## src/design/smt_pkg.sv

```systemverilog
// Shared types and constants for the stereo match triangulator.
`default_nettype none
package smt_pkg;

	// Field widths
	localparam int unsigned COORD_W  = 16;
	localparam int unsigned BASE_W   = 24;
	localparam int unsigned PROD_W   = BASE_W + COORD_W;
	localparam int unsigned QUOT_W   = 32;
	localparam int unsigned BASE_FRAC_BITS = 8;

	// Default parameter values
	localparam int unsigned COORD_FRAC_BITS_DEF = 4;
	localparam int unsigned DEPTH_FRAC_BITS_DEF = 8;

	// Configuration register indexes
	localparam int unsigned CFG_IDX_W = 3;
	localparam logic [CFG_IDX_W-1:0] CFG_BASELINE  = 3'd0;
	localparam logic [CFG_IDX_W-1:0] CFG_FOCAL     = 3'd1;
	localparam logic [CFG_IDX_W-1:0] CFG_CENTER_X  = 3'd2;
	localparam logic [CFG_IDX_W-1:0] CFG_CENTER_Y  = 3'd3;
	localparam logic [CFG_IDX_W-1:0] CFG_ROW_TOL   = 3'd4;
	localparam logic [CFG_IDX_W-1:0] CFG_MIN_DISP  = 3'd5;

	// Divider lanes
	localparam int unsigned LANES  = 3;
	localparam int unsigned LANE_Z = 0;
	localparam int unsigned LANE_X = 1;
	localparam int unsigned LANE_Y = 2;

	// Saturation limits
	localparam logic [QUOT_W-1:0] SAT_U   = 32'hFFFF_FFFF;
	localparam logic [QUOT_W-1:0] SAT_POS = 32'h7FFF_FFFF;
	localparam logic [QUOT_W-1:0] SAT_NEG = 32'h8000_0000;

	// One divider lane: partial remainder and dividend/quotient shift word
	typedef struct packed {
		logic [COORD_W-1:0] rem;
		logic [QUOT_W-1:0]  acc;
		logic               ovf;
		logic               neg;
	} div_lane_t;

	// One item travelling down the divider chain
	typedef struct packed {
		logic                        row_ok;
		logic                        pt_ok;
		logic [COORD_W-1:0]          disp;
		div_lane_t [LANES-1:0]       lane;
	} div_item_t;

	function automatic logic [COORD_W-1:0] abs_diff(
		input logic [COORD_W-1:0] a,
		input logic [COORD_W-1:0] b
	);
		return (a >= b) ? (a - b) : (b - a);
	endfunction

endpackage
`default_nettype wire

```

## src/design/smt_back.sv

```systemverilog
// Output stage: saturation, sign and result register.
`default_nettype none
module smt_back (
	input  wire logic               clk,
	input  wire logic               arst_n,
	input  wire logic               en,
	input  wire logic               vld_i,
	input  wire smt_pkg::div_item_t item_i,
	output logic                    out_valid,
	output logic                    row_match,
	output logic                    point_valid,
	output logic signed [31:0]      point_x,
	output logic signed [31:0]      point_y,
	output logic [31:0]             point_z
);
	import smt_pkg::*;

	logic [QUOT_W-1:0] z_c, x_c, y_c;

	function automatic logic [QUOT_W-1:0] lat_sat(input div_lane_t ln);
		if (!ln.neg) begin
			return (ln.ovf || ln.acc > SAT_POS) ? SAT_POS : ln.acc;
		end
		return (ln.ovf || ln.acc >= SAT_NEG) ? SAT_NEG : (QUOT_W'(0) - ln.acc);
	endfunction

	// Saturate and zero invalid points
	always_comb begin
		z_c = '0;
		x_c = '0;
		y_c = '0;
		if (item_i.pt_ok) begin
			z_c = item_i.lane[LANE_Z].ovf ? SAT_U : item_i.lane[LANE_Z].acc;
			x_c = lat_sat(item_i.lane[LANE_X]);
			y_c = lat_sat(item_i.lane[LANE_Y]);
		end
	end

	always_ff @(posedge clk or negedge arst_n) begin
		if (!arst_n) begin
			out_valid <= 1'b0;
		end else if (en) begin
			out_valid <= vld_i;
		end
	end

	always_ff @(posedge clk) begin
		if (en) begin
			row_match   <= item_i.row_ok;
			point_valid <= item_i.pt_ok;
			point_x     <= signed'(x_c);
			point_y     <= signed'(y_c);
			point_z     <= z_c;
		end
	end

endmodule
`default_nettype wire

```

## config.mk

```make
export PLATFORM = sky130hd
export DESIGN_NAME = smt_back
export DESIGN_NICKNAME = d
export VERILOG_FILES = /design/src/design/smt_pkg.sv /design/src/design/smt_back.sv
export SDC_FILE = /design/constraint.sdc
export NUM_CORES = 1
export LEC_CHECK = 0
export ABC_AREA = 1
export BUFFER_PORTS_ARGS = -buffer_cell sky130_fd_sc_hd__buf_2
export CORE_MARGIN = 2
export CORE_UTILIZATION = 48
export DETAILED_ROUTE_END_ITERATION = 8
export PLACE_DENSITY = 0.81
export SYNTH_ARGS = -nofsm -noshare
export SYNTH_HDL_FRONTEND = slang
export SYNTH_SLANG_ARGS = --single-unit
```

## constraint.sdc

```tcl
create_clock -name clk -period 1 [get_ports clk]
set_input_delay 0.05 -clock clk [delete_from_list [all_inputs] [get_ports clk]]
set_output_delay 0.05 -clock clk [all_outputs]
set_load 0.03 [all_outputs]
```

==> metrics <==
hold-critical path depth=3; Worst Setup Path Type=in -> reg; ys async rst share=0.0101; Max FO, Critical Path=4; Synth area leaders=edfxtp_1, nor2_1, nand2_1; Fmax=0.925 GHz; CP Launch Type=primary input; crit-path cells=buf_12, inv_8, ha_4, nand4_1, nor2_2, buf_4, a21oi_2, nor3_1, nor2_1; Core Util, Final=0.764; Worst-Margin Slew=0.578 ns; Setup WS post-layout=-0.0811 ns; initial core utilization=0.487; critical path's slowest cell=nor2_2; final hold viol count=1; die width=between 100 and 150 um; Max Slew Vio Count=0; Inst Count DP=1,226; Root Buffer=clkbuf_16; Lkg Pwr=about 4.2 nW; hold path startpoint=item_i[8]; post-synthesis sequential area ratio=0.489; final setup vio count=17; flop-to-flop setup slack=0.26 ns; Post-DP Area=8330 sq um; sequential power share=0.406; Sw Pwr=3.68 mW; Placeable Area=12,500 sq um; cell depth of the worst flop-to-flop path=1; number of diodes=0; Avg Inst Size Synth=8.03 sq um; RR Startpoint=out_valid; CP Depth=9; CTS tree=done; commonest non-fill, non-tap cell in the layout=buf_2; Top Family by Delay on Critical Path=simple AND/OR/NAND/NOR gates; cell taking the most area after synthesis=edfxtp_1; layout cell share with drive strength beyond 1=0.438; clk_lat worst skew=0.35 ns; Die Ht=116 um; total grt overflow=0; Worst EP required=between 1 and 1.5 ns; Largest stage delay, worst path=between 0.2 and 0.25 ns; commonest non-fill, non-tap cells in the layout=buf_2, nor2_1, buf_4; IO Pins=271; DRT iter0 DRCs=606; design area=9520 sq um; Max-slew headroom=0.615; Total GRT Usage=0.287; DR WL/cell=16.5 um; Port Buffer Count=205; Data arrival, critical path=between 1 and 1.5 ns; outcome=finished with violations; std cell rows=41; power density over the cells=1320 nW/um^2; total vias in the final route=6,824; proportion of netlist area held by the largest area contributor=0.485; Sink Count=99; violated checks=hold timing, setup timing; hold_ws=-0.00747 ns; Int Pwr=approximately 8.9 mW; Sum Neg Setup Slack=-0.433 ns; total power=approximately 13 mW; antenna-violating nets left=0; Worst Hold Class=in -> reg; largest net degree at the start of global routing=47; # Max-Cap Violations=0; # DRC=0; Yosys cell types=42; Final nets=roughly 1,300; Final Non-Filler Cells=~1,300; area of the die=13,600 sq um; initial antenna violation count=0; H-tree depth=3; Setup crit end kind=register; vias per inst=5.34; area delta synth->final=56.8%; ys flop type=edfxtp_1; Placer Congestion=between 0.9 and 1; RSZ-0062 raised after global routing=yes; clock network fraction of total power=0.343; WHS Endpoint=point_z[6]; Worst Path Buf+Inv=3; CTS Buf Count=9; Bufs on Longest Clock Path=2; Synth warnings=0; Netlist Area Pre-Place=~6100 sq um; Comb pwr share=0.252; Mapped Nets=930; R2R Path End=out_valid; first-pass GRT wire length=30,100 um; 1st-pass router iterations=5; DP HPWL=14,600 um; final worst-path cycle share=1.08; Seq cells post-synth=between 90 and 100; Routed WL=21,100 um; Post-synth EDFFs=98; CTS clk-pin slew, worst paths=0.07 ns; Place WS=-0.465 ns; Clock Skew=0 ns; minimum clock period=~1.1 ns; sw frac=0.293; gate count of the mapped netlist=756; vias in the first global route=6,154; Worst VDD drop=0.943 mV
## what timing repair did
action | 4_1_cts | 5_1_grt
setup endpoints to repair | 33 | 63
buffers inserted | 5 | 9
gates cloned | 0 | 1
resized for setup | 34 | 117
endpoints found under the hold margin | 21 | 0
pin swaps | 8 | 49
hold buffers | 22 | 0
## power by group through the flow
stage	Sequential [mW]	Clock [mW]	Combinational, mW
2_1_floorplan	5.88	0	0.777
3_3_place_gp	5.15	0	2.75
3_5_place_dp	5.16	0	2.79
4_1_cts	5.08	4.32	2.94
5_1_grt	5.12	4.47	3.37
6_report	5.09	4.30	3.16
## flip-flops by register name (all words and copies together), names as in the netlist
register,cells
out_valid,1
point_valid,1
point_x,32
point_y,32
point_z,32
row_match,1
## synth_stat cells, types with 2 or more instances
library cell,instances
nor2_1,174
nand2_1,126
edfxtp_1,98
nand3_1,64
inv_1,63
a21oi_1,59
o21ai_0,55
clkbuf_1,14
nand4_1,14
nor2_4,10
nor2_2,9
nor3_1,7
buf_2,6
nand2_4,5
o21ai_1,5
o21ai_2,5
buf_1,4
nand2_2,4
nand3b_1,3
xnor2_1,3
buf_6,2
ha_1,2
inv_2,2
nor3_2,2
o21a_1,2
or2_2,2
## area by class of cell
cell class,count,area [sq um]
Tap cell,172,215
Multi-Input combinational cell,564,3110
Clock buffer,10,229
Inverter,65,277
Sequential cell,99,2970
Clock inverter,6,136
Timing Repair Buffer,363,2590
Fill cell,854,2940
## how the worst max path moves through the flow
stage / startpoint / slack (ns) / endpoint
after floorplan: item_i[52] / -0.13 / point_x[24]
after global placement: item_i[102] / -0.44 / point_y[14]
after detailed placement: item_i[102] / -0.46 / point_y[14]
after CTS: point_y[1] / -0.06 / point_y[1]
after global routing: item_i[102] / -0.14 / point_y[20]
final: item_i[102] / -0.08 / point_y[10]
## routing by layer
metal | up-vias | GRT usage | wire [um]
li1 | 3241 | - | -
met1 | 3158 | 0.374 | 8250
met2 | 373 | 0.483 | 10400
met3 | 52 | 0.0467 | 1900
met4 | 0 | 0.107 | 552
met5 | - | 0 | 0
## cell families after synthesis
group                    count (synthesis)  synth area share
XOR/XNOR                                 3           0.00433
adder cells (fa/ha/maj)                  2           0.00412
multiplexers                             1           0.00185
AO/OA/AOI/OAI                          130             0.114
buffers and inverters                   93            0.0637
flip-flops                              99             0.489
AND/OR/NAND/NOR                        428             0.323
No activity file was read; power rests on OpenSTA's default activity.
