$ cat config.mk
export PLATFORM = sky130hd
export DESIGN_NAME = smt_div_cell
export DESIGN_NICKNAME = d
export VERILOG_FILES = /design/src/design/smt_pkg.sv /design/src/design/smt_div_cell.sv
export SDC_FILE = /design/constraint.sdc
export NUM_CORES = 1
export LEC_CHECK = 0
export BUFFER_PORTS_ARGS = -buffer_cell sky130_fd_sc_hd__buf_2
export CAP_MARGIN = 40
export CORE_UTILIZATION = 35
export DETAILED_ROUTE_END_ITERATION = 10
export PLACE_DENSITY_LB_ADDON = 0.1
export SLEW_MARGIN = 20
export SYNTH_ARGS = -nofsm -noshare
export SYNTH_HDL_FRONTEND = slang
export SYNTH_SLANG_ARGS = --single-unit
$ cat constraint.sdc
create_clock -name clk -period 0.8 [get_ports clk]
set_input_delay 0.08 -clock clk [delete_from_list [all_inputs] [get_ports clk]]
set_output_delay 0.08 -clock clk [all_outputs]
set_load 0.02 [all_outputs]
$ cat src/design/smt_pkg.sv
// Shared types and constants for the stereo match triangulator.
`default_nettype none
package smt_pkg;

	// Field widths
	localparam int unsigned COORD_W  = 16;
	localparam int unsigned BASE_W   = 24;
	localparam int unsigned PROD_W   = BASE_W + COORD_W;
	localparam int unsigned QUOT_W   = 32;
	localparam int unsigned BASE_FRAC_BITS = 8;

	// Default parameter values
	localparam int unsigned COORD_FRAC_BITS_DEF = 4;
	localparam int unsigned DEPTH_FRAC_BITS_DEF = 8;

	// Configuration register indexes
	localparam int unsigned CFG_IDX_W = 3;
	localparam logic [CFG_IDX_W-1:0] CFG_BASELINE  = 3'd0;
	localparam logic [CFG_IDX_W-1:0] CFG_FOCAL     = 3'd1;
	localparam logic [CFG_IDX_W-1:0] CFG_CENTER_X  = 3'd2;
	localparam logic [CFG_IDX_W-1:0] CFG_CENTER_Y  = 3'd3;
	localparam logic [CFG_IDX_W-1:0] CFG_ROW_TOL   = 3'd4;
	localparam logic [CFG_IDX_W-1:0] CFG_MIN_DISP  = 3'd5;

	// Divider lanes
	localparam int unsigned LANES  = 3;
	localparam int unsigned LANE_Z = 0;
	localparam int unsigned LANE_X = 1;
	localparam int unsigned LANE_Y = 2;

	// Saturation limits
	localparam logic [QUOT_W-1:0] SAT_U   = 32'hFFFF_FFFF;
	localparam logic [QUOT_W-1:0] SAT_POS = 32'h7FFF_FFFF;
	localparam logic [QUOT_W-1:0] SAT_NEG = 32'h8000_0000;

	// One divider lane: partial remainder and dividend/quotient shift word
	typedef struct packed {
		logic [COORD_W-1:0] rem;
		logic [QUOT_W-1:0]  acc;
		logic               ovf;
		logic               neg;
	} div_lane_t;

	// One item travelling down the divider chain
	typedef struct packed {
		logic                        row_ok;
		logic                        pt_ok;
		logic [COORD_W-1:0]          disp;
		div_lane_t [LANES-1:0]       lane;
	} div_item_t;

	function automatic logic [COORD_W-1:0] abs_diff(
		input logic [COORD_W-1:0] a,
		input logic [COORD_W-1:0] b
	);
		return (a >= b) ? (a - b) : (b - a);
	endfunction

endpackage
`default_nettype wire

$ cat src/design/smt_div_cell.sv
// One restoring-division cell: one quotient bit per lane per cycle while en is high.
`default_nettype none
module smt_div_cell (
	input  wire logic               clk,
	input  wire logic               arst_n,
	input  wire logic               en,
	input  wire logic               vld_i,
	input  wire smt_pkg::div_item_t item_i,
	output logic                    vld_o,
	output smt_pkg::div_item_t      item_o
);
	import smt_pkg::*;

	logic      vld_q;
	div_item_t item_q;
	div_item_t nxt;

	// Trial subtract and shift
	always_comb begin
		logic [COORD_W:0] t;
		logic             ge;
		nxt = item_i;
		for (int l = 0; l < LANES; l++) begin
			t  = {item_i.lane[l].rem, item_i.lane[l].acc[QUOT_W-1]};
			ge = t >= {1'b0, item_i.disp};
			nxt.lane[l].rem = ge ? COORD_W'(t - {1'b0, item_i.disp}) : t[COORD_W-1:0];
			nxt.lane[l].acc = {item_i.lane[l].acc[QUOT_W-2:0], ge};
		end
	end

	always_ff @(posedge clk or negedge arst_n) begin
		if (!arst_n) begin
			vld_q <= 1'b0;
		end else if (en) begin
			vld_q <= vld_i;
		end
	end

	always_ff @(posedge clk) begin
		if (en) begin
			item_q <= nxt;
		end
	end

	assign vld_o  = vld_q;
	assign item_o = item_q;

endmodule
`default_nettype wire

==> impl_metrics.ini <==
[worst_setup_path]
cpLargestDelayFamily = compound AO/OA/AOI/OAI gates
cp_slowest_cell = fa_2
cpPeakStageDelay_ns = 0.37
crit_required_ns = 0.99
critPathCaptureType = register
criticalPathCategory = input pin to register
arrival_ns = 2.03
crit_chain = buf_12 > ha_4 > fa_2 > nand2b_4 > a21oi_4 > nor3_4 > o31a_1 > o21bai_1 > xor2_1 > mux2_4
cp_max_fo = 4
cp_num_buf_inv = 1
worstSetupStartpointType = input pin

[yosys]
synth.top_cell.area_share_pct = 62.8
ys_seq_area_share_pct = 63.1
syn_area_per_cell_um2 = 14.5
ys_types = 60
synth-simple-area-share_pct = 5.98
yosysMostFrequentCell = edfxtp_1
syn_area_mm2 = 0.00804
ys_warn_count = 0
ys.flop_type = edfxtp_1
synth_async_sr_flop_share_pct = 0.592
syn_inst = 555
synth_adder_area_share_pct = 8.22
synth_nets = 778
synth_edf_count = 168
synth_top_family_by_area = compound AO/OA/AOI/OAI gates
synth_common_cells = edfxtp_1, ha_1, mux2_2
synth_mux_area_share_pct = 6.42
synth_xor_area_share_pct = 3.60
synth-compound-area-share_pct = 11.0
ys_ff_latch = 169
yosys-top-cells-area = edfxtp_1, ha_1, mux2_2
synth.largest_area_cell = edfxtp_1

[die]
die_x_um = 154
initial_core_util_pct = 35.6
row_count = 55
core_mm2 = 0.0226
die_h_um = 154
io_pins = 341
dieArea_mm2 = 0.0236

[sta]
whs_ns = -0.0129
hold_viol_final = 5
clock_skew_ns = 0
rsz0062_at_grt = true
setup_violations = 220
relSlewSlack_pct = 67.7
period_needed_ns = 1.84
timing.fmax_mhz = 543
timing.final.ws_setup_ns = -1.04
tightest_slew_ns = 0.480
fin_crit_sh_pct = 230
drv_slew = 0

[clock_network]
clkTransAtPathRegs_ns = 0.08
cts_tree = built
hold_buffers = 130
cts-root-buf = clkbuf_16
clk_latency_ns = 0.43
cts_sinks = 169
cts_htree_levels = 4
cts_buffer_depth = 2
cts_buffers = 17

[finish]
layout.cells.non_filler = 1519
num-nets-final = 1442
post_route_cells_drive_above_1_share_pct = 57.8
syn2layout_area_growth_pct = 89.7

[power]
total_power_w = 0.0287
p_switching_w = 0.00876
p_int_w = 0.0199
power_leakage_nw = 6.57
p_comb_share_pct = 31.0
swShare_pct = 30.5
peakVddDrop_mv = 1.39
clockPowerShare_pct = 29.7
pwr_density_cell_mw_per_mm2 = 1880
pwr-share-seq_pct = 39.3

[run_status]
status = complete, but fails checks
violations = hold timing, setup timing

[route]
drt_iter0_drc = 392
drt-met1-wl_mm = 11.6
wl_met3_mm = 1.51
routed.top_layer = met5
antenna_left = 0
wl_per_cell_um = 18.9
met2WireLength_mm = 14.9
finalWirelength_mm = 28.8
first_pass_iters = 4
drcViolationCount = 0
route.vias.total = 7320
viasPerCell = 4.82

[global_routing]
grt_max_degree = 34
grt_pass1_wl_mm = 41.8
antenna_found_initial = 2
overflow = 0
grt_pass1_vias = 7462
grt_util_all_layers_pct = 23.5

[placement]
dp.cells = 1321
portBuffers = 340
routabilityCongestion = 0.845
dp_hpwl_mm = 19.4

[job]
drv_cap = 0

[hold_path]
hold_path_class = input pin to register
## power by group through the flow
stage	registers [W]	clock network, W	logic [W]
2_1_floorplan	0.0125	0	0.00244
3_3_place_gp	0.0112	0	0.00660
3_5_place_dp	0.0112	0	0.00664
4_1_cts	0.0112	0.00872	0.00827
5_1_grt	0.0113	0.00908	0.00943
6_report	0.0113	0.00853	0.00889
## stage by stage
| stage | util (%) | TNS [ns] | cell area (um^2) | worst slack, ns |
|---|---|---|---|---|
| final | 67.5 | -90.87 | 15200 | -1.04 |
| after global routing | 67.5 | -99.54 | 15200 | -1.10 |
| after CTS | 64.5 | -93.47 | 14600 | -1.04 |
| after detailed placement | 51.2 | -91.14 | 11600 | -1.68 |
| after global placement | 51.2 | -88.59 | 11600 | -1.64 |
| after floorplan | - | -58.45 | 8380 | -1.29 |
## timing repair
item | 4_1_cts | 5_1_grt
pin swaps | 32 | 43
endpoints found under the setup margin | 220 | 220
endpoints found under the hold margin | 145 | 7
gates resized for setup | 223 | 186
gates cloned | 4 | 0
setup buffers | 25 | 11
## path summary, 6_finish.rpt
path / startpoint / end / cells past startpoint / slack (ns)
min in group asynchronous: arst_n / vld_o$_DFFE_PN0P_ / 3 / 0.51
max reg2reg: vld_o$_DFFE_PN0P_ / vld_o$_DFFE_PN0P_ / 1 / 0.02
min: item_i[94] / item_o[95]$_DFFE_PP_ / 2 / -0.01
min reg2reg: vld_o$_DFFE_PN0P_ / vld_o$_DFFE_PN0P_ / 1 / 0.54
max: item_i[150] / item_o[146]$_DFFE_PP_ / 10 / -1.04
max in group asynchronous: arst_n / vld_o$_DFFE_PN0P_ / 3 / 0.17
## registers in the layout, indices dropped and copies added (netlist names)
name,count
vld_o,1
item_o,168
## cells in the final DEF (no fill, tap or decap), types with 13 or more instances in the layout
cell type,synthesis,layout
a21o_1,15,15
a21oi_1,33,19
a21oi_2,1,13
buf_2,3,196
buf_4,1,162
buf_6,1,146
clkbuf_16,0,18
dlygate4sd3_1,0,130
edfxtp_1,168,168
ha_1,48,20
ha_4,0,27
mux2_2,40,31
nand2_1,16,14
nor2_1,29,23
xnor2_1,24,24
## metal layers
layer	up-vias	global-route usage (%)
met1	3515	28.5
met4	2	8.76
met5	-	0
li1	3507	-
met2	257	41.4
met3	39	4.23
## final cells by class
cell class              instances  area (um^2)
flip-flops and latches        169         5070
fillers                      1668         7330
diodes                          2         5.00
clock inverters                15          188
inverters                      27          166
repair buffers                650         5440
clock buffers                  17          425
well taps                     285          357
multi-input cells             354         3590
## cells by family after synthesis
logic type      Yosys count
xor+xnor                 33
fa+ha+maj                51
simple gates             94
buf+inv                  33
mux                      46
compound gates          129
flops                   169
(Power assumes the default switching activity.)
