--- src/design/smt_pkg.sv ---
// Shared types and constants for the stereo match triangulator.
`default_nettype none
package smt_pkg;

	// Field widths
	localparam int unsigned COORD_W  = 16;
	localparam int unsigned BASE_W   = 24;
	localparam int unsigned PROD_W   = BASE_W + COORD_W;
	localparam int unsigned QUOT_W   = 32;
	localparam int unsigned BASE_FRAC_BITS = 8;

	// Default parameter values
	localparam int unsigned COORD_FRAC_BITS_DEF = 4;
	localparam int unsigned DEPTH_FRAC_BITS_DEF = 8;

	// Configuration register indexes
	localparam int unsigned CFG_IDX_W = 3;
	localparam logic [CFG_IDX_W-1:0] CFG_BASELINE  = 3'd0;
	localparam logic [CFG_IDX_W-1:0] CFG_FOCAL     = 3'd1;
	localparam logic [CFG_IDX_W-1:0] CFG_CENTER_X  = 3'd2;
	localparam logic [CFG_IDX_W-1:0] CFG_CENTER_Y  = 3'd3;
	localparam logic [CFG_IDX_W-1:0] CFG_ROW_TOL   = 3'd4;
	localparam logic [CFG_IDX_W-1:0] CFG_MIN_DISP  = 3'd5;

	// Divider lanes
	localparam int unsigned LANES  = 3;
	localparam int unsigned LANE_Z = 0;
	localparam int unsigned LANE_X = 1;
	localparam int unsigned LANE_Y = 2;

	// Saturation limits
	localparam logic [QUOT_W-1:0] SAT_U   = 32'hFFFF_FFFF;
	localparam logic [QUOT_W-1:0] SAT_POS = 32'h7FFF_FFFF;
	localparam logic [QUOT_W-1:0] SAT_NEG = 32'h8000_0000;

	// One divider lane: partial remainder and dividend/quotient shift word
	typedef struct packed {
		logic [COORD_W-1:0] rem;
		logic [QUOT_W-1:0]  acc;
		logic               ovf;
		logic               neg;
	} div_lane_t;

	// One item travelling down the divider chain
	typedef struct packed {
		logic                        row_ok;
		logic                        pt_ok;
		logic [COORD_W-1:0]          disp;
		div_lane_t [LANES-1:0]       lane;
	} div_item_t;

	function automatic logic [COORD_W-1:0] abs_diff(
		input logic [COORD_W-1:0] a,
		input logic [COORD_W-1:0] b
	);
		return (a >= b) ? (a - b) : (b - a);
	endfunction

endpackage
`default_nettype wire

--- src/design/smt_front.sv ---
// Front stages: row and disparity checks, products, divider set-up.
`default_nettype none
module smt_front #(
	parameter int unsigned DEPTH_FRAC_BITS = smt_pkg::DEPTH_FRAC_BITS_DEF
) (
	input  wire logic                          clk,
	input  wire logic                          arst_n,
	input  wire logic                          en,
	input  wire logic                          vld_i,
	input  wire logic [smt_pkg::COORD_W-1:0]   left_x,
	input  wire logic [smt_pkg::COORD_W-1:0]   left_y,
	input  wire logic [smt_pkg::COORD_W-1:0]   right_x,
	input  wire logic [smt_pkg::COORD_W-1:0]   right_y,
	input  wire logic [smt_pkg::BASE_W-1:0]    baseline_q,
	input  wire logic [smt_pkg::COORD_W-1:0]   focal_q,
	input  wire logic [smt_pkg::COORD_W-1:0]   cx_q,
	input  wire logic [smt_pkg::COORD_W-1:0]   cy_q,
	input  wire logic [smt_pkg::COORD_W-1:0]   row_tol_q,
	input  wire logic [smt_pkg::COORD_W-1:0]   min_disp_q,
	output logic                               vld_o,
	output smt_pkg::div_item_t                 item_o
);
	import smt_pkg::*;

	localparam int unsigned NW = PROD_W + DEPTH_FRAC_BITS;
	localparam int unsigned HW = NW - QUOT_W;
	localparam int unsigned CW = (HW > COORD_W) ? HW : COORD_W;

	logic                vld_s1, vld_s2, vld_s3;
	logic                row_ok_s1, pt_ok_s1, neg_x_s1, neg_y_s1;
	logic [COORD_W-1:0]  disp_s1, mag_x_s1, mag_y_s1;
	logic                row_ok_s2, pt_ok_s2, neg_x_s2, neg_y_s2;
	logic [COORD_W-1:0]  disp_s2;
	logic [PROD_W-1:0]   prod_s2 [LANES];
	div_item_t           item_s3;
	logic [COORD_W-1:0]  disp_c;
	logic                row_ok_c;

	assign disp_c   = abs_diff(left_x, right_x);
	assign row_ok_c = abs_diff(left_y, right_y) < row_tol_q;

	// Valid bits
	always_ff @(posedge clk or negedge arst_n) begin
		if (!arst_n) begin
			vld_s1 <= 1'b0;
			vld_s2 <= 1'b0;
			vld_s3 <= 1'b0;
		end else if (en) begin
			vld_s1 <= vld_i;
			vld_s2 <= vld_s1;
			vld_s3 <= vld_s2;
		end
	end

	// Stage 1: compares and magnitudes
	always_ff @(posedge clk) begin
		if (en) begin
			row_ok_s1 <= row_ok_c;
			pt_ok_s1  <= row_ok_c && (disp_c > min_disp_q);
			disp_s1   <= disp_c;
			mag_x_s1  <= abs_diff(left_x, cx_q);
			neg_x_s1  <= left_x < cx_q;
			mag_y_s1  <= abs_diff(left_y, cy_q);
			neg_y_s1  <= left_y < cy_q;
		end
	end

	// Stage 2: products
	always_ff @(posedge clk) begin
		if (en) begin
			row_ok_s2       <= row_ok_s1;
			pt_ok_s2        <= pt_ok_s1;
			disp_s2         <= disp_s1;
			neg_x_s2        <= neg_x_s1;
			neg_y_s2        <= neg_y_s1;
			prod_s2[LANE_Z] <= PROD_W'(baseline_q) * PROD_W'(focal_q);
			prod_s2[LANE_X] <= PROD_W'(baseline_q) * PROD_W'(mag_x_s1);
			prod_s2[LANE_Y] <= PROD_W'(baseline_q) * PROD_W'(mag_y_s1);
		end
	end

	// Stage 3: scale dividend, overflow check, seed remainder
	always_ff @(posedge clk) begin
		if (en) begin
			item_s3.row_ok <= row_ok_s2;
			item_s3.pt_ok  <= pt_ok_s2;
			item_s3.disp   <= disp_s2;
			for (int l = 0; l < LANES; l++) begin
				logic [NW-1:0] num;
				logic [HW-1:0] hi;
				num = (NW'(prod_s2[l]) << DEPTH_FRAC_BITS) >> BASE_FRAC_BITS;
				hi  = num[NW-1:QUOT_W];
				item_s3.lane[l].ovf <= CW'(hi) >= CW'(disp_s2);
				item_s3.lane[l].rem <= COORD_W'(hi);
				item_s3.lane[l].acc <= num[QUOT_W-1:0];
			end
			item_s3.lane[LANE_Z].neg <= 1'b0;
			item_s3.lane[LANE_X].neg <= neg_x_s2;
			item_s3.lane[LANE_Y].neg <= neg_y_s2;
		end
	end

	assign vld_o  = vld_s3;
	assign item_o = item_s3;

endmodule
`default_nettype wire

--- config.mk ---
export PLATFORM = sky130hd
export DESIGN_NAME = smt_front
export DESIGN_NICKNAME = d
export VERILOG_FILES = /design/src/design/smt_pkg.sv /design/src/design/smt_front.sv
export SDC_FILE = /design/constraint.sdc
export NUM_CORES = 2
export LEC_CHECK = 0
export ABC_AREA = 1
export BUFFER_PORTS_ARGS = -buffer_cell sky130_fd_sc_hd__buf_2
export CAP_MARGIN = 10
export CORE_MARGIN = 2
export CORE_UTILIZATION = 41
export CTS_CLUSTER_SIZE = 30
export DETAILED_ROUTE_END_ITERATION = 10
export HOLD_SLACK_MARGIN = 0.02
export PLACE_DENSITY = 0.65
export REMOVE_ABC_BUFFERS = 1
export SETUP_SLACK_MARGIN = 0.1
export SLEW_MARGIN = 20
export SYNTH_ARGS = -nofsm -noshare
export SYNTH_HDL_FRONTEND = slang
export SYNTH_SLANG_ARGS = --single-unit
--- constraint.sdc ---
create_clock -name clk -period 6.9 [get_ports clk]
set_clock_uncertainty 0.1 [all_clocks]
set_input_delay 2.07 -clock clk [delete_from_list [all_inputs] [get_ports clk]]
set_output_delay 2.07 -clock clk [all_outputs]
set_load 0.01 [all_outputs]
==> results.md <==
* Clock slew at reported path FFs at ~60 ps
* Ys async rst share at less than 1%
* Htree depth at 2
* Worst path slowest cell: fa_1
* Hold Fails Final Rpt at 0
* Startpoint types: input pin
* Share of the synthesized area in the top cell type at 31.5%
* Cell depth of the worst min-delay path at 0
* TritonCTS buffer count at 45
* Layout area overhead at 19.5%
* R2r worst-path depth at 19
* Slew Limit Fails at 0
* CP endpoint kind: flip-flop
* HP Class: reg2reg
* Synth top area cells: fa_1 31%, edfxtp_1 17%, nand2_1 15%, inv_1 13%, ha_1 11%
* Routability Congestion at 0.938
* Dpl cells at about 10000
* IO Port Bufs at around 320
* Core Area at 143000 um^2
* RSZ-0062 raised after global routing: true
* Total congestion overflow at 0
* Critical path arrival at just over 7000 ps
* Fmax at 145 MHz
* DR vias at ~50000
* Die area at 147000 um^2
* ANT nets after route at 0
* CP max stage delay at 560 ps
* CTS sink cnt at 338
* Routed WL at between 150 and 200 mm
* Die X at 383 um
* Maxcap violations at 0
* IO Pins at 341
* DRC errors left at 0
* Initial antenna violation count at 23
* Syn Area/Cell at 7.79 um^2
* Synth top cells by count: 2365 x nand2_1, 2088 x inv_1, 926 x fa_1
* Root buffer cell: clkbuf_16
* First-pass GRT wire length at 276 mm
* Die Span Y at ~380 um
* Layout cell share with drive strength beyond 1 at 16.2%
* Post-synth EDFFs at 335
* Nets at 9843
* Crit share post-route at 99.8%
* Dpl hpwl at about 140 mm
* Finish-stage setup viols at 0
* Number of global-route vias before repair at 50519
* Slew @ Worst Pin at 1080 ps
* Finished Layout Cells at about 10000
* Post-synth cell types at 48
* DRT iter0 DRCs at 3310
* Largest net degree at the start of global routing at 113
* Count leader, synth: nand2_1
* CP dominant cell by count: fa_1
* Initial core utilization at 41.1%
* Post-DR vias/cell at a little under 5
* First drt pass iteration count at 5
* Total track usage at between 20% and 30%
* Crit path kind: in2reg
* Synthesis Warnings at 0
* Dominant cell type by area after synthesis: fa_1
* Cells after Synth at 7558
* CTS tree: done
* Crit path setup slack, layout at 14.9 ps
* Outcome: completed
* Synth Flop Type: edfxtp_1
* # hold bufs at CTS at 0
* Crit Path Max Fanout at 6
* Crit path time final at 6890 ps
* Slew HR at 28.1%
* #FFs+latches synth at 338
* Routed WL per cell at roughly 17 um
* Skew-Pair Late Insertion Delay at 650 ps
* Seq/Total Area, Yosys at 17.2%
* Num rows at 139
* Max clock buf depth at 3
* Mapped Area at 58900 um^2
* Required time of the critical path at about 7000 ps
* DP Worst Slack at -920 ps
## layer usage
layer / wire length, um / GRT usage (%) / up-vias
li1: - / - / 23257
met1: 72300 / 31.2 / 23835
met2: 85100 / 41.1 / 1614
met3: 11600 / 3.16 / 318
met4: 8250 / 8.65 / 14
met5: 92 / 0 / -
## sequential cells by signal, summed over array words and instances, names as in the netlist
| register | count |
|---|---|
| vld_o | 1 |
| mag_x_s1 | 16 |
| pt_ok_s1 | 1 |
| neg_x_s1 | 1 |
| disp_s2 | 16 |
| row_ok_s2 | 1 |
| pt_ok_s2 | 1 |
| neg_y_s1 | 1 |
| item_o | 143 |
| neg_x_s2 | 1 |
| row_ok_s1 | 1 |
| vld_s1 | 1 |
| disp_s1 | 16 |
| neg_y_s2 | 1 |
| mag_y_s1 | 16 |
| vld_s2 | 1 |
| prod_s2 | 120 |
## cells in the final DEF (no fill, tap or decap), types with 9 or more instances in the layout
master	Yosys	final
a21o_1	9	9
a21oi_1	232	178
a21oi_2	3	48
a21oi_4	1	10
buf_12	0	49
buf_2	11	288
buf_4	33	474
buf_6	7	24
buf_8	1	11
clkbuf_16	0	57
clkinv_1	0	9
clkinvlp_4	0	9
conb_1	1	25
diode_2	0	11
edfxtp_1	335	335
fa_1	926	908
fa_2	0	18
ha_1	515	463
ha_4	0	50
inv_1	2088	2060
inv_2	7	35
nand2_1	2365	2275
nand2_2	21	97
nand2_4	4	18
nand3_1	171	151
nand3_2	0	17
nand4_1	16	16
nor2_1	240	180
nor2_2	4	49
nor2_4	5	20
nor3_1	31	23
o21ai_0	87	77
o21ai_1	8	13
o21bai_1	34	27
xnor2_1	29	29
xor2_1	98	96
## worst paths after layout
path	end	slack (ps)	from
min in group asynchronous	vld_s2	1130	arst_n
max in group asynchronous	vld_s1	5460	arst_n
worst min-delay path	item_o[33]	300	prod_s2[0][31]
worst max-delay path	prod_s2[0][115]	10	baseline_q[5]
worst max register to register	prod_s2[0][56]	770	mag_x_s1[3]
worst min register to register	item_o[33]	300	prod_s2[0][31]
## logic make-up after synthesis
logic type	after synthesis	synth area share (%)
xor+xnor	127	1.89
other cells	1	0.00637
mux	1	0.0191
simple gates	2886	19.3
buf+inv	2369	15.5
flops	338	17.2
fa+ha+maj	1441	42.4
compound gates	395	3.66
## metrics by stage
stage	hold WS [ps]	area, um^2	util [%]	setup TNS [ps]
floorplan	300	57700	-	0
global placement	301	66000	46.1	-62720
detailed placement	305	66000	46.1	-65960
CTS	305	68400	47.8	0
global route	310	70300	49.1	-2070
finish	303	70300	49.1	0
## critical path, delay by kind of cell
kind	cells	cell delay, ps
fa+ha+maj	7	3480
buf+inv	9	890
simple gates	9	640
compound gates	1	60
## area by class of cell
cell class	instances	area, um^2
Tap cell	1903	2380
Clock buffer	51	1150
Multi-Input combinational cell	4875	41500
Timing Repair Buffer	874	7020
Fill cell	13710	72800
Clock inverter	28	274
Inverter	2096	7870
Sequential cell	338	10100
Antenna cell	11	27.5
## repair_timing
action / in CTS / in global routing
cloned: 8 / 12
setup endpoints to repair: 76 / 84
pin swaps: 44 / 121
gates resized for setup: 138 / 360
setup buffers: 15 / 17
Power is not shown: default switching activity piles up to over one toggle a cycle in this logic, so the estimate is an artifact.
